File: src/design/assert_macros.svh
// Assertion helpers used by the region-select top level.
// Clocked, reset-gated property wrappers; no other dependencies.
`ifndef ASSERT_MACROS_SVH
`define ASSERT_MACROS_SVH

// expr must hold at every clock edge outside reset
`define ASSERT_ALWAYS(label, clk, rst, expr, msg) \
   label: assert property (@(posedge clk) disable iff (rst) (expr)) else $error(msg);

// same-cycle implication
`define ASSERT_IMPLIES(label, clk, rst, ante, cons, msg) \
   label: assert property (@(posedge clk) disable iff (rst) (ante) |-> (cons)) else $error(msg);

// next-cycle implication
`define ASSERT_NEXT(label, clk, rst, ante, cons, msg) \
   label: assert property (@(posedge clk) disable iff (rst) (ante) |=> (cons)) else $error(msg);

`endif

File: src/design/rsel_pkg.sv
// Package for the particle region select block: widths, codes, payload types,
// multiplier schedule. No dependencies.
`timescale 1ns / 1ps

package rsel_pkg;

   localparam int COORD_BITS     = 20;
   localparam int COUNT_BITS_DEF = 24;
   localparam int MARK_CNT_W     = 24;
   localparam int AXES           = 3;
   localparam int AXIS_W         = 2;
   localparam int POINT_W        = AXES * COORD_BITS;
   localparam int SQ_REG_W       = 43;
   localparam int SHAPE_W        = 2;
   localparam int RULE_W         = 2;
   localparam int CSR_DATA_W     = POINT_W;
   localparam int CSR_IDX_W      = 3;

   // datapath widths
   localparam int DIFF_W = COORD_BITS + 1;      // centre minus position
   localparam int LIMB_W = COORD_BITS + 2;      // half of a wide operand
   localparam int WIDE_W = 2 * LIMB_W;          // holds 43-bit regs, q2 and t
   localparam int MUL_W  = LIMB_W + 1;          // signed multiplier operand
   localparam int PROD_W = 2 * MUL_W;
   localparam int ACC_W  = 2 * WIDE_W + 2;      // signed, holds r2*L + t^2 - q2*L

   localparam int CYL_STEPS = 18;
   localparam int STEP_W    = $clog2(CYL_STEPS);

   // register indexes
   localparam logic [CSR_IDX_W-1:0] CSR_SHAPE     = CSR_IDX_W'(0);
   localparam logic [CSR_IDX_W-1:0] CSR_SET_RULE  = CSR_IDX_W'(1);
   localparam logic [CSR_IDX_W-1:0] CSR_CLR_RULE  = CSR_IDX_W'(2);
   localparam logic [CSR_IDX_W-1:0] CSR_POINT_A   = CSR_IDX_W'(3);
   localparam logic [CSR_IDX_W-1:0] CSR_POINT_B   = CSR_IDX_W'(4);
   localparam logic [CSR_IDX_W-1:0] CSR_RADIUS_SQ = CSR_IDX_W'(5);
   localparam logic [CSR_IDX_W-1:0] CSR_AXIS_LEN  = CSR_IDX_W'(6);

   // region shapes
   localparam logic [SHAPE_W-1:0] SHAPE_BOX    = SHAPE_W'(0);
   localparam logic [SHAPE_W-1:0] SHAPE_SPHERE = SHAPE_W'(1);
   localparam logic [SHAPE_W-1:0] SHAPE_CYL    = SHAPE_W'(2);

   // rule codes
   localparam logic [RULE_W-1:0] SET_ON  = RULE_W'(1);
   localparam logic [RULE_W-1:0] SET_OFF = RULE_W'(2);
   localparam logic [RULE_W-1:0] CLR_OFF = RULE_W'(1);
   localparam logic [RULE_W-1:0] CLR_ON  = RULE_W'(2);

   // axes
   localparam logic [AXIS_W-1:0] AX_X = AXIS_W'(0);
   localparam logic [AXIS_W-1:0] AX_Y = AXIS_W'(1);
   localparam logic [AXIS_W-1:0] AX_Z = AXIS_W'(2);

   typedef struct packed {
      logic signed [COORD_BITS-1:0] pos_x;
      logic signed [COORD_BITS-1:0] pos_y;
      logic signed [COORD_BITS-1:0] pos_z;
      logic                         old_mark;
      logic                         first_of_pass;
   } req_type;

   typedef struct packed {
      logic                  new_mark;
      logic                  inside_res;
      logic [MARK_CNT_W-1:0] marked_count;
   } rsp_type;

   typedef logic signed [DIFF_W-1:0] diff_type;
   typedef diff_type [AXES-1:0]      diff_vec_type;

   typedef enum logic [3:0] {
      OP_D, OP_NEGB, OP_RLO, OP_RHI, OP_LLO, OP_LHI, OP_TLO, OP_THI, OP_QLO, OP_QHI
   } opsel_type;

   typedef enum logic [1:0] {ACC_NONE, ACC_ADD, ACC_SUB} acc_op_type;
   typedef enum logic [1:0] {SH_0, SH_1, SH_2}           shift_type;
   typedef enum logic [1:0] {FIN_NONE, FIN_Q2, FIN_T}    fin_type;

   typedef struct packed {
      opsel_type         op_a;
      opsel_type         op_b;
      logic [AXIS_W-1:0] axis;
      acc_op_type        acc_op;
      shift_type         shift;
      fin_type           fin;
   } ucode_type;

   typedef struct packed {
      logic      issue;
      logic      clr;
      ucode_type uc;
   } mac_ctl_type;

   typedef struct packed {
      logic              idle;
      logic              box_en;
      logic [AXIS_W-1:0] axis;
      logic              decide;
   } seq_stat_type;

   function automatic logic signed [COORD_BITS-1:0] coord_of(
      input logic [POINT_W-1:0] point,
      input logic [AXIS_W-1:0]  axis);
      logic signed [COORD_BITS-1:0] c;
      unique case (axis)
         AX_X:    c = point[COORD_BITS-1:0];
         AX_Y:    c = point[2*COORD_BITS-1:COORD_BITS];
         default: c = point[POINT_W-1:2*COORD_BITS];
      endcase
      return c;
   endfunction

   function automatic diff_type diff_of(input diff_vec_type v, input logic [AXIS_W-1:0] axis);
      diff_type d;
      unique case (axis)
         AX_X:    d = v[0];
         AX_Y:    d = v[1];
         default: d = v[2];
      endcase
      return d;
   endfunction

   function automatic ucode_type mk_uc(input opsel_type a, input opsel_type b,
                                       input logic [AXIS_W-1:0] ax, input acc_op_type op,
                                       input shift_type sh, input fin_type fn);
      ucode_type u;
      u.op_a   = a;
      u.op_b   = b;
      u.axis   = ax;
      u.acc_op = op;
      u.shift  = sh;
      u.fin    = fn;
      return u;
   endfunction

   // Multiplier schedule. Steps 0-2 also serve the sphere.
   // q2 = sum d^2, t = sum q.b, then acc = r2*L + t*t - q2*L in 22-bit limbs.
   function automatic ucode_type cyl_ucode(input logic [STEP_W-1:0] step);
      ucode_type u;
      unique case (int'(step))
         0:  u = mk_uc(OP_D,   OP_D,    AX_X, ACC_ADD, SH_0, FIN_NONE);
         1:  u = mk_uc(OP_D,   OP_D,    AX_Y, ACC_ADD, SH_0, FIN_NONE);
         2:  u = mk_uc(OP_D,   OP_D,    AX_Z, ACC_ADD, SH_0, FIN_Q2);
         3:  u = mk_uc(OP_D,   OP_NEGB, AX_X, ACC_ADD, SH_0, FIN_NONE);
         4:  u = mk_uc(OP_D,   OP_NEGB, AX_Y, ACC_ADD, SH_0, FIN_NONE);
         5:  u = mk_uc(OP_D,   OP_NEGB, AX_Z, ACC_ADD, SH_0, FIN_T);
         6:  u = mk_uc(OP_RLO, OP_LLO,  AX_X, ACC_ADD, SH_0, FIN_NONE);
         7:  u = mk_uc(OP_RLO, OP_LHI,  AX_X, ACC_ADD, SH_1, FIN_NONE);
         8:  u = mk_uc(OP_RHI, OP_LLO,  AX_X, ACC_ADD, SH_1, FIN_NONE);
         9:  u = mk_uc(OP_RHI, OP_LHI,  AX_X, ACC_ADD, SH_2, FIN_NONE);
         10: u = mk_uc(OP_TLO, OP_TLO,  AX_X, ACC_ADD, SH_0, FIN_NONE);
         11: u = mk_uc(OP_TLO, OP_THI,  AX_X, ACC_ADD, SH_1, FIN_NONE);
         12: u = mk_uc(OP_THI, OP_TLO,  AX_X, ACC_ADD, SH_1, FIN_NONE);
         13: u = mk_uc(OP_THI, OP_THI,  AX_X, ACC_ADD, SH_2, FIN_NONE);
         14: u = mk_uc(OP_QLO, OP_LLO,  AX_X, ACC_SUB, SH_0, FIN_NONE);
         15: u = mk_uc(OP_QLO, OP_LHI,  AX_X, ACC_SUB, SH_1, FIN_NONE);
         16: u = mk_uc(OP_QHI, OP_LLO,  AX_X, ACC_SUB, SH_1, FIN_NONE);
         17: u = mk_uc(OP_QHI, OP_LHI,  AX_X, ACC_SUB, SH_2, FIN_NONE);
         default: u = mk_uc(OP_D, OP_D, AX_X, ACC_NONE, SH_0, FIN_NONE);
      endcase
      return u;
   endfunction

endpackage

File: src/design/particle_region_select_top.sv
// Top level of the particle region select block: config registers, item
// registers, box check, output register. Uses rsel_pkg, rsel_seq, rsel_mac, rsel_count.
`timescale 1ns / 1ps
`include "assert_macros.svh"

//  channel  direction  handshake              payload
//  req      in         req_valid / req_stall  req_data  (rsel_pkg::req_type)
//  rsp      out        rsp_valid / rsp_stall  rsp_data  (rsel_pkg::rsp_type)
//  csr      in         csr_wen                csr_index, csr_wdata
//
//  One particle at a time. The cylinder takes longest to reach a result: its
//  time is set by the 18-step cylinder schedule on the single 23x23 multiplier.
//  Reset (synchronous) clears config, sequencer, count and output valid.
//  A waiting result does not block the next accept; a new result is held
//  back in the decide step while the previous one is still stalled.

module particle_region_select_top #(
   parameter int COUNT_BITS = rsel_pkg::COUNT_BITS_DEF
) (
   input  logic                             clock,
   input  logic                             reset,
   input  logic                             req_valid,
   output logic                             req_stall,
   input  rsel_pkg::req_type                req_data,
   output logic                             rsp_valid,
   input  logic                             rsp_stall,
   output rsel_pkg::rsp_type                rsp_data,
   input  logic                             csr_wen,
   input  logic [rsel_pkg::CSR_IDX_W-1:0]   csr_index,
   input  logic [rsel_pkg::CSR_DATA_W-1:0]  csr_wdata
);
   import rsel_pkg::*;

   // configuration registers
   logic [SHAPE_W-1:0]  shape_ff;
   logic [RULE_W-1:0]   set_rule_ff, clear_rule_ff;
   logic [POINT_W-1:0]  point_a_ff, point_b_ff;
   logic [SQ_REG_W-1:0] radius_sq_ff, axis_len_ff;

   // item registers
   diff_vec_type d_ff, d_in;
   logic         old_ff, first_ff;
   logic         box_ok_ff, box_ok_in;

   // output register
   logic    rsp_valid_ff, rsp_valid_in;
   rsp_type rsp_data_ff;

   logic [POINT_W-1:0] pos_pack;
   logic               accept, out_free, pred, box_cond, new_mark;
   logic [MARK_CNT_W-1:0] count;
   logic [WIDE_W-1:0]  q2, t;
   logic               acc_neg;
   seq_stat_type       seq_stat;
   mac_ctl_type        mac_ctl;

   diff_type                     box_d;
   logic signed [COORD_BITS-1:0] box_h;
   logic signed [DIFF_W:0]       bd, bh, bnh;
   logic signed [COORD_BITS-1:0] ca, cp;

   assign accept    = req_valid && !req_stall;
   assign req_stall = !seq_stat.idle;
   assign out_free  = !rsp_valid_ff || !rsp_stall;

   // --- configuration port -------------------------------------------------
   always_ff @(posedge clock) begin
      if (reset) begin
         shape_ff      <= '0;
         set_rule_ff   <= '0;
         clear_rule_ff <= '0;
         point_a_ff    <= '0;
         point_b_ff    <= '0;
         radius_sq_ff  <= '0;
         axis_len_ff   <= '0;
      end else if (csr_wen) begin
         unique case (csr_index)
            CSR_SHAPE:     shape_ff      <= csr_wdata[SHAPE_W-1:0];
            CSR_SET_RULE:  set_rule_ff   <= csr_wdata[RULE_W-1:0];
            CSR_CLR_RULE:  clear_rule_ff <= csr_wdata[RULE_W-1:0];
            CSR_POINT_A:   point_a_ff    <= csr_wdata[POINT_W-1:0];
            CSR_POINT_B:   point_b_ff    <= csr_wdata[POINT_W-1:0];
            CSR_RADIUS_SQ: radius_sq_ff  <= csr_wdata[SQ_REG_W-1:0];
            CSR_AXIS_LEN:  axis_len_ff   <= csr_wdata[SQ_REG_W-1:0];
            default: ;
         endcase
      end
   end

   // --- load: per-axis centre minus position, kept for the whole transaction
   assign pos_pack = {req_data.pos_z, req_data.pos_y, req_data.pos_x};

   always_comb begin
      ca = '0;
      cp = '0;
      for (int i = 0; i < AXES; i++) begin
         ca      = coord_of(point_a_ff, AXIS_W'(i));
         cp      = coord_of(pos_pack, AXIS_W'(i));
         d_in[i] = $signed({ca[COORD_BITS-1], ca}) - $signed({cp[COORD_BITS-1], cp});
      end
   end

   // --- box: one axis per RUN step, -half <= d < half
   always_comb begin
      box_d    = diff_of(d_ff, seq_stat.axis);
      box_h    = coord_of(point_b_ff, seq_stat.axis);
      bd       = $signed({box_d[DIFF_W-1], box_d});
      bh       = $signed({{2{box_h[COORD_BITS-1]}}, box_h});
      bnh      = -bh;
      box_cond = (bd < bh) && (bd >= bnh);
      if (accept) begin
         box_ok_in = 1'b1;
      end else if (seq_stat.box_en) begin
         box_ok_in = box_ok_ff && box_cond;
      end else begin
         box_ok_in = box_ok_ff;
      end
   end

   always_ff @(posedge clock) begin
      if (accept) begin
         d_ff     <= d_in;
         old_ff   <= req_data.old_mark;
         first_ff <= req_data.first_of_pass;
      end
      box_ok_ff <= box_ok_in;
   end

   // --- shared multiplier and sequencer
   rsel_seq u_seq (
      .clock    (clock),
      .reset    (reset),
      .load     (accept),
      .shape    (shape_ff),
      .out_free (out_free),
      .stat     (seq_stat),
      .mac_ctl  (mac_ctl)
   );

   rsel_mac u_mac (
      .clock       (clock),
      .reset       (reset),
      .ctl         (mac_ctl),
      .d_vec       (d_ff),
      .point_b     (point_b_ff),
      .radius_sq   (radius_sq_ff),
      .axis_len_sq (axis_len_ff),
      .q2          (q2),
      .t           (t),
      .acc_neg     (acc_neg)
   );

   // --- region predicate, valid in the decide step
   // Cylinder: zero-length axis never selects; t must lie in [0, L];
   // acc holds r2*L + t^2 - q2*L.
   always_comb begin
      unique case (shape_ff)
         SHAPE_BOX:    pred = box_ok_ff;
         SHAPE_SPHERE: pred = (q2 <= WIDE_W'(radius_sq_ff));
         SHAPE_CYL:    pred = (axis_len_ff != '0) && !t[WIDE_W-1] &&
                              (t <= WIDE_W'(axis_len_ff)) && !acc_neg;
         default:      pred = 1'b0;
      endcase
   end

   rsel_count #(
      .COUNT_BITS (COUNT_BITS)
   ) u_count (
      .clock         (clock),
      .reset         (reset),
      .update        (seq_stat.decide),
      .pred          (pred),
      .old_mark      (old_ff),
      .first_of_pass (first_ff),
      .set_rule      (set_rule_ff),
      .clear_rule    (clear_rule_ff),
      .new_mark      (new_mark),
      .count         (count)
   );

   // --- result register: loads on decide, drops when taken
   always_comb begin
      if (seq_stat.decide) begin
         rsp_valid_in = 1'b1;
      end else if (!rsp_stall) begin
         rsp_valid_in = 1'b0;
      end else begin
         rsp_valid_in = rsp_valid_ff;
      end
   end

   always_ff @(posedge clock) begin
      if (reset) begin
         rsp_valid_ff <= 1'b0;
      end else begin
         rsp_valid_ff <= rsp_valid_in;
      end
   end

   always_ff @(posedge clock) begin
      if (seq_stat.decide) begin
         rsp_data_ff.new_mark     <= new_mark;
         rsp_data_ff.inside_res   <= pred;
         rsp_data_ff.marked_count <= count;
      end
   end

   assign rsp_valid = rsp_valid_ff;
   assign rsp_data  = rsp_data_ff;

   // --- assertions
   // an accepted transaction keeps the input stalled on the next cycle
   `ASSERT_NEXT(a_accept_busy, clock, reset, req_valid && !req_stall, req_stall, "input taken while busy")
   // a result appears only from a decide step
   `ASSERT_IMPLIES(a_rsp_from_decide, clock, reset, $rose(rsp_valid), $past(seq_stat.decide), "result without decide")
   // decide never overwrites a stalled result
   `ASSERT_IMPLIES(a_no_overwrite, clock, reset, seq_stat.decide, !(rsp_valid && rsp_stall), "stalled result overwritten")

endmodule

File: src/design/rsel_mac.sv
// Shared multiply-accumulate unit: one 23x23 signed multiplier, product
// register, shifting 90-bit accumulator and q2 / t holding registers. Uses rsel_pkg.
`timescale 1ns / 1ps

module rsel_mac (
   input  logic                            clock,
   input  logic                            reset,
   input  rsel_pkg::mac_ctl_type           ctl,
   input  rsel_pkg::diff_vec_type          d_vec,
   input  logic [rsel_pkg::POINT_W-1:0]    point_b,
   input  logic [rsel_pkg::SQ_REG_W-1:0]   radius_sq,
   input  logic [rsel_pkg::SQ_REG_W-1:0]   axis_len_sq,
   output logic [rsel_pkg::WIDE_W-1:0]     q2,
   output logic [rsel_pkg::WIDE_W-1:0]     t,
   output logic                            acc_neg
);
   import rsel_pkg::*;

   logic signed [MUL_W-1:0]  opa, opb;
   logic signed [PROD_W-1:0] prod_ff, prod_in;
   ucode_type                pend_ff, pend_in;
   logic signed [ACC_W-1:0]  acc_ff, acc_in, addend, addend_sh, sum;
   logic [WIDE_W-1:0]        q2_ff, q2_in, t_ff, t_in;
   logic [WIDE_W-1:0]        r_w, l_w;
   diff_type                 d_ax;
   logic signed [COORD_BITS-1:0] b_ax;
   logic signed [MUL_W-1:0]  d_ext, nb_ext;

   function automatic logic signed [MUL_W-1:0] pick_op(
      input opsel_type sel, input logic signed [MUL_W-1:0] dv,
      input logic signed [MUL_W-1:0] nbv, input logic [WIDE_W-1:0] rv,
      input logic [WIDE_W-1:0] lv, input logic [WIDE_W-1:0] qv,
      input logic [WIDE_W-1:0] tv);
      logic signed [MUL_W-1:0] o;
      unique case (sel)
         OP_D:    o = dv;
         OP_NEGB: o = nbv;
         OP_RLO:  o = $signed({1'b0, rv[LIMB_W-1:0]});
         OP_RHI:  o = $signed({1'b0, rv[WIDE_W-1:LIMB_W]});
         OP_LLO:  o = $signed({1'b0, lv[LIMB_W-1:0]});
         OP_LHI:  o = $signed({1'b0, lv[WIDE_W-1:LIMB_W]});
         OP_TLO:  o = $signed({1'b0, tv[LIMB_W-1:0]});
         OP_THI:  o = $signed({1'b0, tv[WIDE_W-1:LIMB_W]});
         OP_QLO:  o = $signed({1'b0, qv[LIMB_W-1:0]});
         OP_QHI:  o = $signed({1'b0, qv[WIDE_W-1:LIMB_W]});
         default: o = '0;
      endcase
      return o;
   endfunction

   // operand selection and multiply
   always_comb begin
      r_w    = WIDE_W'(radius_sq);
      l_w    = WIDE_W'(axis_len_sq);
      d_ax   = diff_of(d_vec, ctl.uc.axis);
      b_ax   = coord_of(point_b, ctl.uc.axis);
      d_ext  = $signed({{(MUL_W-DIFF_W){d_ax[DIFF_W-1]}}, d_ax});
      nb_ext = $signed(MUL_W'(0)) - $signed({{(MUL_W-COORD_BITS){b_ax[COORD_BITS-1]}}, b_ax});
      opa    = pick_op(ctl.uc.op_a, d_ext, nb_ext, r_w, l_w, q2_ff, t_ff);
      opb    = pick_op(ctl.uc.op_b, d_ext, nb_ext, r_w, l_w, q2_ff, t_ff);
      prod_in = opa * opb;
      pend_in = ctl.uc;
      if (!ctl.issue) begin
         pend_in.acc_op = ACC_NONE;
      end
   end

   // accumulate the previous product, held in the product register
   always_comb begin
      addend = $signed({{(ACC_W-PROD_W){prod_ff[PROD_W-1]}}, prod_ff});
      unique case (pend_ff.shift)
         SH_1:    addend_sh = addend <<< LIMB_W;
         SH_2:    addend_sh = addend <<< (2 * LIMB_W);
         default: addend_sh = addend;
      endcase
      sum   = (pend_ff.acc_op == ACC_SUB) ? acc_ff - addend_sh : acc_ff + addend_sh;
      acc_in = acc_ff;
      q2_in  = q2_ff;
      t_in   = t_ff;
      if (ctl.clr) begin
         acc_in = '0;
      end else if (pend_ff.acc_op != ACC_NONE) begin
         unique case (pend_ff.fin)
            FIN_Q2: begin
               q2_in  = sum[WIDE_W-1:0];
               acc_in = '0;
            end
            FIN_T: begin
               t_in   = sum[WIDE_W-1:0];
               acc_in = '0;
            end
            default: acc_in = sum;
         endcase
      end
   end

   always_ff @(posedge clock) begin
      if (reset) begin
         pend_ff <= '0;
      end else begin
         pend_ff <= pend_in;
      end
   end

   always_ff @(posedge clock) begin
      prod_ff <= prod_in;
      acc_ff  <= acc_in;
      q2_ff   <= q2_in;
      t_ff    <= t_in;
   end

   assign q2      = q2_ff;
   assign t       = t_ff;
   assign acc_neg = acc_ff[ACC_W-1];

endmodule

File: src/design/rsel_seq.sv
// Sequencer: one-hot state machine and step counter that drive the shared
// multiply-accumulate unit and the box check. Uses rsel_pkg.
`timescale 1ns / 1ps

module rsel_seq (
   input  logic                         clock,
   input  logic                         reset,
   input  logic                         load,
   input  logic [rsel_pkg::SHAPE_W-1:0] shape,
   input  logic                         out_free,
   output rsel_pkg::seq_stat_type       stat,
   output rsel_pkg::mac_ctl_type        mac_ctl
);
   import rsel_pkg::*;

   typedef enum logic [3:0] {
      ST_IDLE   = 4'b0001,
      ST_RUN    = 4'b0010,
      ST_DRAIN  = 4'b0100,
      ST_DECIDE = 4'b1000
   } state_type;

   state_type         state_ff, state_in;
   logic [STEP_W-1:0] step_ff, step_in, last_step;
   logic              uses_mac;

   always_comb begin
      unique case (shape)
         SHAPE_BOX, SHAPE_SPHERE: last_step = STEP_W'(AXES - 1);
         SHAPE_CYL:               last_step = STEP_W'(CYL_STEPS - 1);
         default:                 last_step = '0;
      endcase
      uses_mac = (shape == SHAPE_SPHERE) || (shape == SHAPE_CYL);
   end

   always_comb begin
      state_in = state_ff;
      step_in  = step_ff;
      unique case (state_ff)
         ST_IDLE: begin
            if (load) begin
               state_in = ST_RUN;
               step_in  = '0;
            end
         end
         ST_RUN: begin
            if (step_ff == last_step) begin
               state_in = ST_DRAIN;
            end else begin
               step_in = step_ff + STEP_W'(1);
            end
         end
         ST_DRAIN:  state_in = ST_DECIDE;
         ST_DECIDE: begin
            if (out_free) begin
               state_in = ST_IDLE;
            end
         end
         default: state_in = ST_IDLE;
      endcase
   end

   always_ff @(posedge clock) begin
      if (reset) begin
         state_ff <= ST_IDLE;
         step_ff  <= '0;
      end else begin
         state_ff <= state_in;
         step_ff  <= step_in;
      end
   end

   always_comb begin
      stat.idle     = (state_ff == ST_IDLE);
      stat.box_en   = (state_ff == ST_RUN) && (shape == SHAPE_BOX);
      stat.axis     = step_ff[AXIS_W-1:0];
      stat.decide   = (state_ff == ST_DECIDE) && out_free;
      mac_ctl.issue = (state_ff == ST_RUN) && uses_mac;
      mac_ctl.clr   = load;
      mac_ctl.uc    = cyl_ucode(step_ff);
   end

endmodule

File: src/design/rsel_count.sv
// Mark rules and saturating running mark count.
// Uses rsel_pkg; counter width set by COUNT_BITS, count output MARK_CNT_W bits wide.
`timescale 1ns / 1ps

module rsel_count #(
   parameter int COUNT_BITS = rsel_pkg::COUNT_BITS_DEF
) (
   input  logic                            clock,
   input  logic                            reset,
   input  logic                            update,
   input  logic                            pred,
   input  logic                            old_mark,
   input  logic                            first_of_pass,
   input  logic [rsel_pkg::RULE_W-1:0]     set_rule,
   input  logic [rsel_pkg::RULE_W-1:0]     clear_rule,
   output logic                            new_mark,
   output logic [rsel_pkg::MARK_CNT_W-1:0] count
);
   import rsel_pkg::*;

   localparam int EXT_W = (COUNT_BITS > MARK_CNT_W) ? COUNT_BITS : MARK_CNT_W;

   logic [COUNT_BITS-1:0] total_ff, total_in, base, cnt_next;
   logic [EXT_W-1:0]      cnt_ext;
   logic                  mark;

   always_comb begin
      if (pred) begin
         unique case (set_rule)
            SET_ON:  mark = 1'b1;
            SET_OFF: mark = 1'b0;
            default: mark = old_mark;
         endcase
      end else begin
         unique case (clear_rule)
            CLR_OFF: mark = 1'b0;
            CLR_ON:  mark = 1'b1;
            default: mark = old_mark;
         endcase
      end
      base     = first_of_pass ? '0 : total_ff;
      cnt_next = (mark && !(&base)) ? base + COUNT_BITS'(1) : base;
      total_in = update ? cnt_next : total_ff;
      cnt_ext  = EXT_W'(cnt_next);
   end

   always_ff @(posedge clock) begin
      if (reset) begin
         total_ff <= '0;
      end else begin
         total_ff <= total_in;
      end
   end

   assign new_mark = mark;
   assign count    = cnt_ext[MARK_CNT_W-1:0];

endmodule
File: config.mk
export PLATFORM = sky130hd
export DESIGN_NAME = particle_region_select_top
export DESIGN_NICKNAME = d
export VERILOG_FILES = /design/src/design/rsel_pkg.sv /design/src/design/particle_region_select_top.sv /design/src/design/rsel_mac.sv /design/src/design/rsel_seq.sv /design/src/design/rsel_count.sv
export VERILOG_INCLUDE_DIRS = /design/src /design/src/design
export SDC_FILE = /design/constraint.sdc
export NUM_CORES = 2
export LEC_CHECK = 0
export BUFFER_PORTS_ARGS = -buffer_cell sky130_fd_sc_hd__buf_2
export CAP_MARGIN = 20
export CELL_PAD_IN_SITES_DETAIL_PLACEMENT = 0
export CELL_PAD_IN_SITES_GLOBAL_PLACEMENT = 2
export CORE_MARGIN = 1
export CORE_UTILIZATION = 35
export DETAILED_ROUTE_END_ITERATION = 6
export MAX_ROUTING_LAYER = met4
export PLACE_DENSITY = 0.71
export SYNTH_ARGS = -nofsm -noshare
export SYNTH_HDL_FRONTEND = slang
export SYNTH_SLANG_ARGS = --single-unit
File: constraint.sdc
create_clock -name clock -period 11.9 [get_ports clock]
set_input_delay 2.38 -clock clock [delete_from_list [all_inputs] [get_ports clock]]
set_output_delay 2.38 -clock clock [all_outputs]
set_load 0.02 [all_outputs]
==> results_dict.tcl <==
set metrics [dict create \
    ctsResizeCount 0 \
    postCtsSetupBuffers 0 \
    die_area_um2 167300 \
    insertion_delay_ns 0.73 \
    hold_buffers 0 \
    synth_cell_type_count 91 \
    clock_sinks 581 \
    clock_path_buffers 3 \
    core-area_um2 164800 \
    period_needed_ns 10.90 \
    root_buffer "clkbuf_16" \
    wl_per_cell_um 24.07 \
    grt_max_degree 94 \
    setup_viol 0 \
    io_buffer_count 157 \
    async_reset_ff_frac 0 \
    antenna_found_initial 11 \
    grt_pass1_wl_mm 334.7 \
    crit_path_end_kind "register" \
    final_hold_viol_count 0 \
    ys_seq_area_frac 0.2315 \
    fin_nets 8089 \
    muxShareOfSynthArea 0.01038 \
    ios 158 \
    cp_data_required_time_ns 12.47 \
    synth_fa_ha_area_frac 0.2884 \
    finalMaxSlewViolations 0 \
    start_util 0.3518 \
    die_w_um 409.0 \
    status "complete, no violations" \
    crit_top_cell "fa_1" \
    grt_overflow 0 \
    setup_tns_ns 0 \
    gp_congestion 0.9439 \
    rsz0062_at_grt "false" \
    worstPathArrival_ns 11.47 \
    ys_warn_count 0 \
    cap_violations 0 \
    first_pass_iters 6 \
    fin_skew_ns 0.09726 \
    synth_area_per_cell_um2 8.310 \
    vias_per_cell 5.445 \
    synth_edf_count 179 \
    htreeDepth 3 \
    yosys.area_share.simple 0.1741 \
    syn_inst 6978 \
    hold_class "register to register" \
    drive_gt1_frac 0.07272 \
    crit_fanout 23 \
    fillCellCount 17040 \
    post-route-period-util 0.9156 \
    clk_transition_reported_paths_ns 0.06 \
    syn_to_final_growth_pct 10.38 \
    cts_tree "done" \
    worst_path_max_delay_cell "dfxtp_2" \
    yosys.area_share.xor_xnor 0.04577 \
    layout_common_cells "nand2_1, inv_1, fa_1, a21oi_1, nor2_1" \
    drtIter0Drc 4028 \
    drtAntennaViolNets 0 \
    grt_usage 0.2726 \
    rows 149 \
    relSlewSlack 0.1703 \
    routed_wirelength_mm 222.1 \
    start_kind "register" \
    synth_nets 8103 \
    numCtsBuffers 75 \
    drc_errors 0 \
    synth_compound_area_frac 0.1712 \
    die_h_um 409.0 \
    max_freq_ghz 0.09178 \
    dr_total_vias 50230 \
    first_global_vias 49830 \
    slowest_delay_ns 0.73 \
    synth_top_family_by_area "adder cells" \
    worstMarginPinSlew_ns 1.245 \
    layout_commonest_cell "nand2_1" \
    crit_type "register to register" \
    synth_flop_cell "dfxtp_1" \
    synth-seq-cells 581 \
    syn_area_um2 57980 \
    dpl.hpwl_mm 173.6 \
]
-- layer usage --
layer,vias up,global-route usage,part of all wire
met5,-,-,0
met4,0,0.04326,0.015
met3,177,0.03537,0.055
met2,1392,0.4071,0.44
met1,25200,0.3968,0.49
li1,23460,-,-
-- cell type report --
class | count | area (µm²) | area share
Multi-Input combinational cell | 5185 | 40210 | 0.6282
Sequential cell | 581 | 13430 | 0.2098
Clock inverter | 35 | 534.3 | 0.008348
Timing Repair Buffer | 283 | 1753 | 0.02739
Tap cell | 2189 | 2739 | 0.04279
Antenna cell | 8 | 20.02 | 0.0003128
Inverter | 838 | 3148 | 0.04919
Clock buffer | 105 | 2175 | 0.03398
-- logic make-up after synthesis --
logic type / Yosys count
and+or+nand+nor: 2271
adders and majority gates: 995
DFF: 581
muxes: 59
xor gates and xnor gates: 303
buffers and inverters: 1212
AOI/OAI and AO/OA: 1557
-- stage by stage --
step	util	std cells	setup WS, ns	area, µm²	hold slack, ns
3_3_place_gp	0.3715	9072	1.162	61230	0.4311
6_report	0.3884	9224	1.005	64000	0.4358
4_1_cts	0.3881	9214	0.9788	63960	0.4413
5_1_grt	0.3883	9223	0.2380	64000	0.4651
2_1_floorplan	-	6978	2.756	57980	0.4138
3_5_place_dp	0.3717	9074	1.059	61250	0.4274
-- sequential cells by signal, summed over array words and instances, names as in the netlist, 24 cells and up --
register          cells
rsp_data             26
axis_len_ff          43
point_a_ff           60
d_ff                 63
u_mac.acc_ff         90
radius_sq_ff         43
u_mac.t              44
u_mac.prod_ff        46
point_b_ff           60
u_count.total_ff     24
u_mac.q2             44
-- synthesized netlist by cell type, drive strengths merged (101+ instances only) --
cell    count  area [µm²]
xnor2     174        1524
edfxtp    179        5375
a21oi     560        2803
nor2      446        1674
a22oi     218        1637
nand4     101       653.1
o21ai     270        1351
ha        426        5330
xor2      129        1130
nand2    1172        4399
nand3     103       515.5
clkbuf    338        1269
a21o      117       878.3
fa        569       11390
dfxtp     402        8048
inv       837        3142
-- worst max-delay path: cells and delay by family, from the launching register on --
family | cells | cell delay, ns
fa+ha+maj | 8 | 3.89
buf+inv | 4 | 0.83
xor+xnor | 1 | 0.17
mux | 1 | 0.21
compound gates | 8 | 2.59
flops | 1 | 0.73
simple gates | 10 | 2.35
-- worst paths after layout --
check                      end              from  slack [ns]  depth (start not counted)
min reg2reg   u_mac.pend_ff[0]  u_seq.mac_ctl[0]        0.44                          1
min           u_mac.pend_ff[0]  u_seq.mac_ctl[0]        0.44                          1
max reg2reg  u_mac.prod_ff[42]  u_seq.mac_ctl[6]        1.00                         32
max          u_mac.prod_ff[42]  u_seq.mac_ctl[6]        1.00                         32
Power is left out: the tool's default activity adds up to more than one toggle a clock period on the data nets, which glitch-free logic cannot reach.
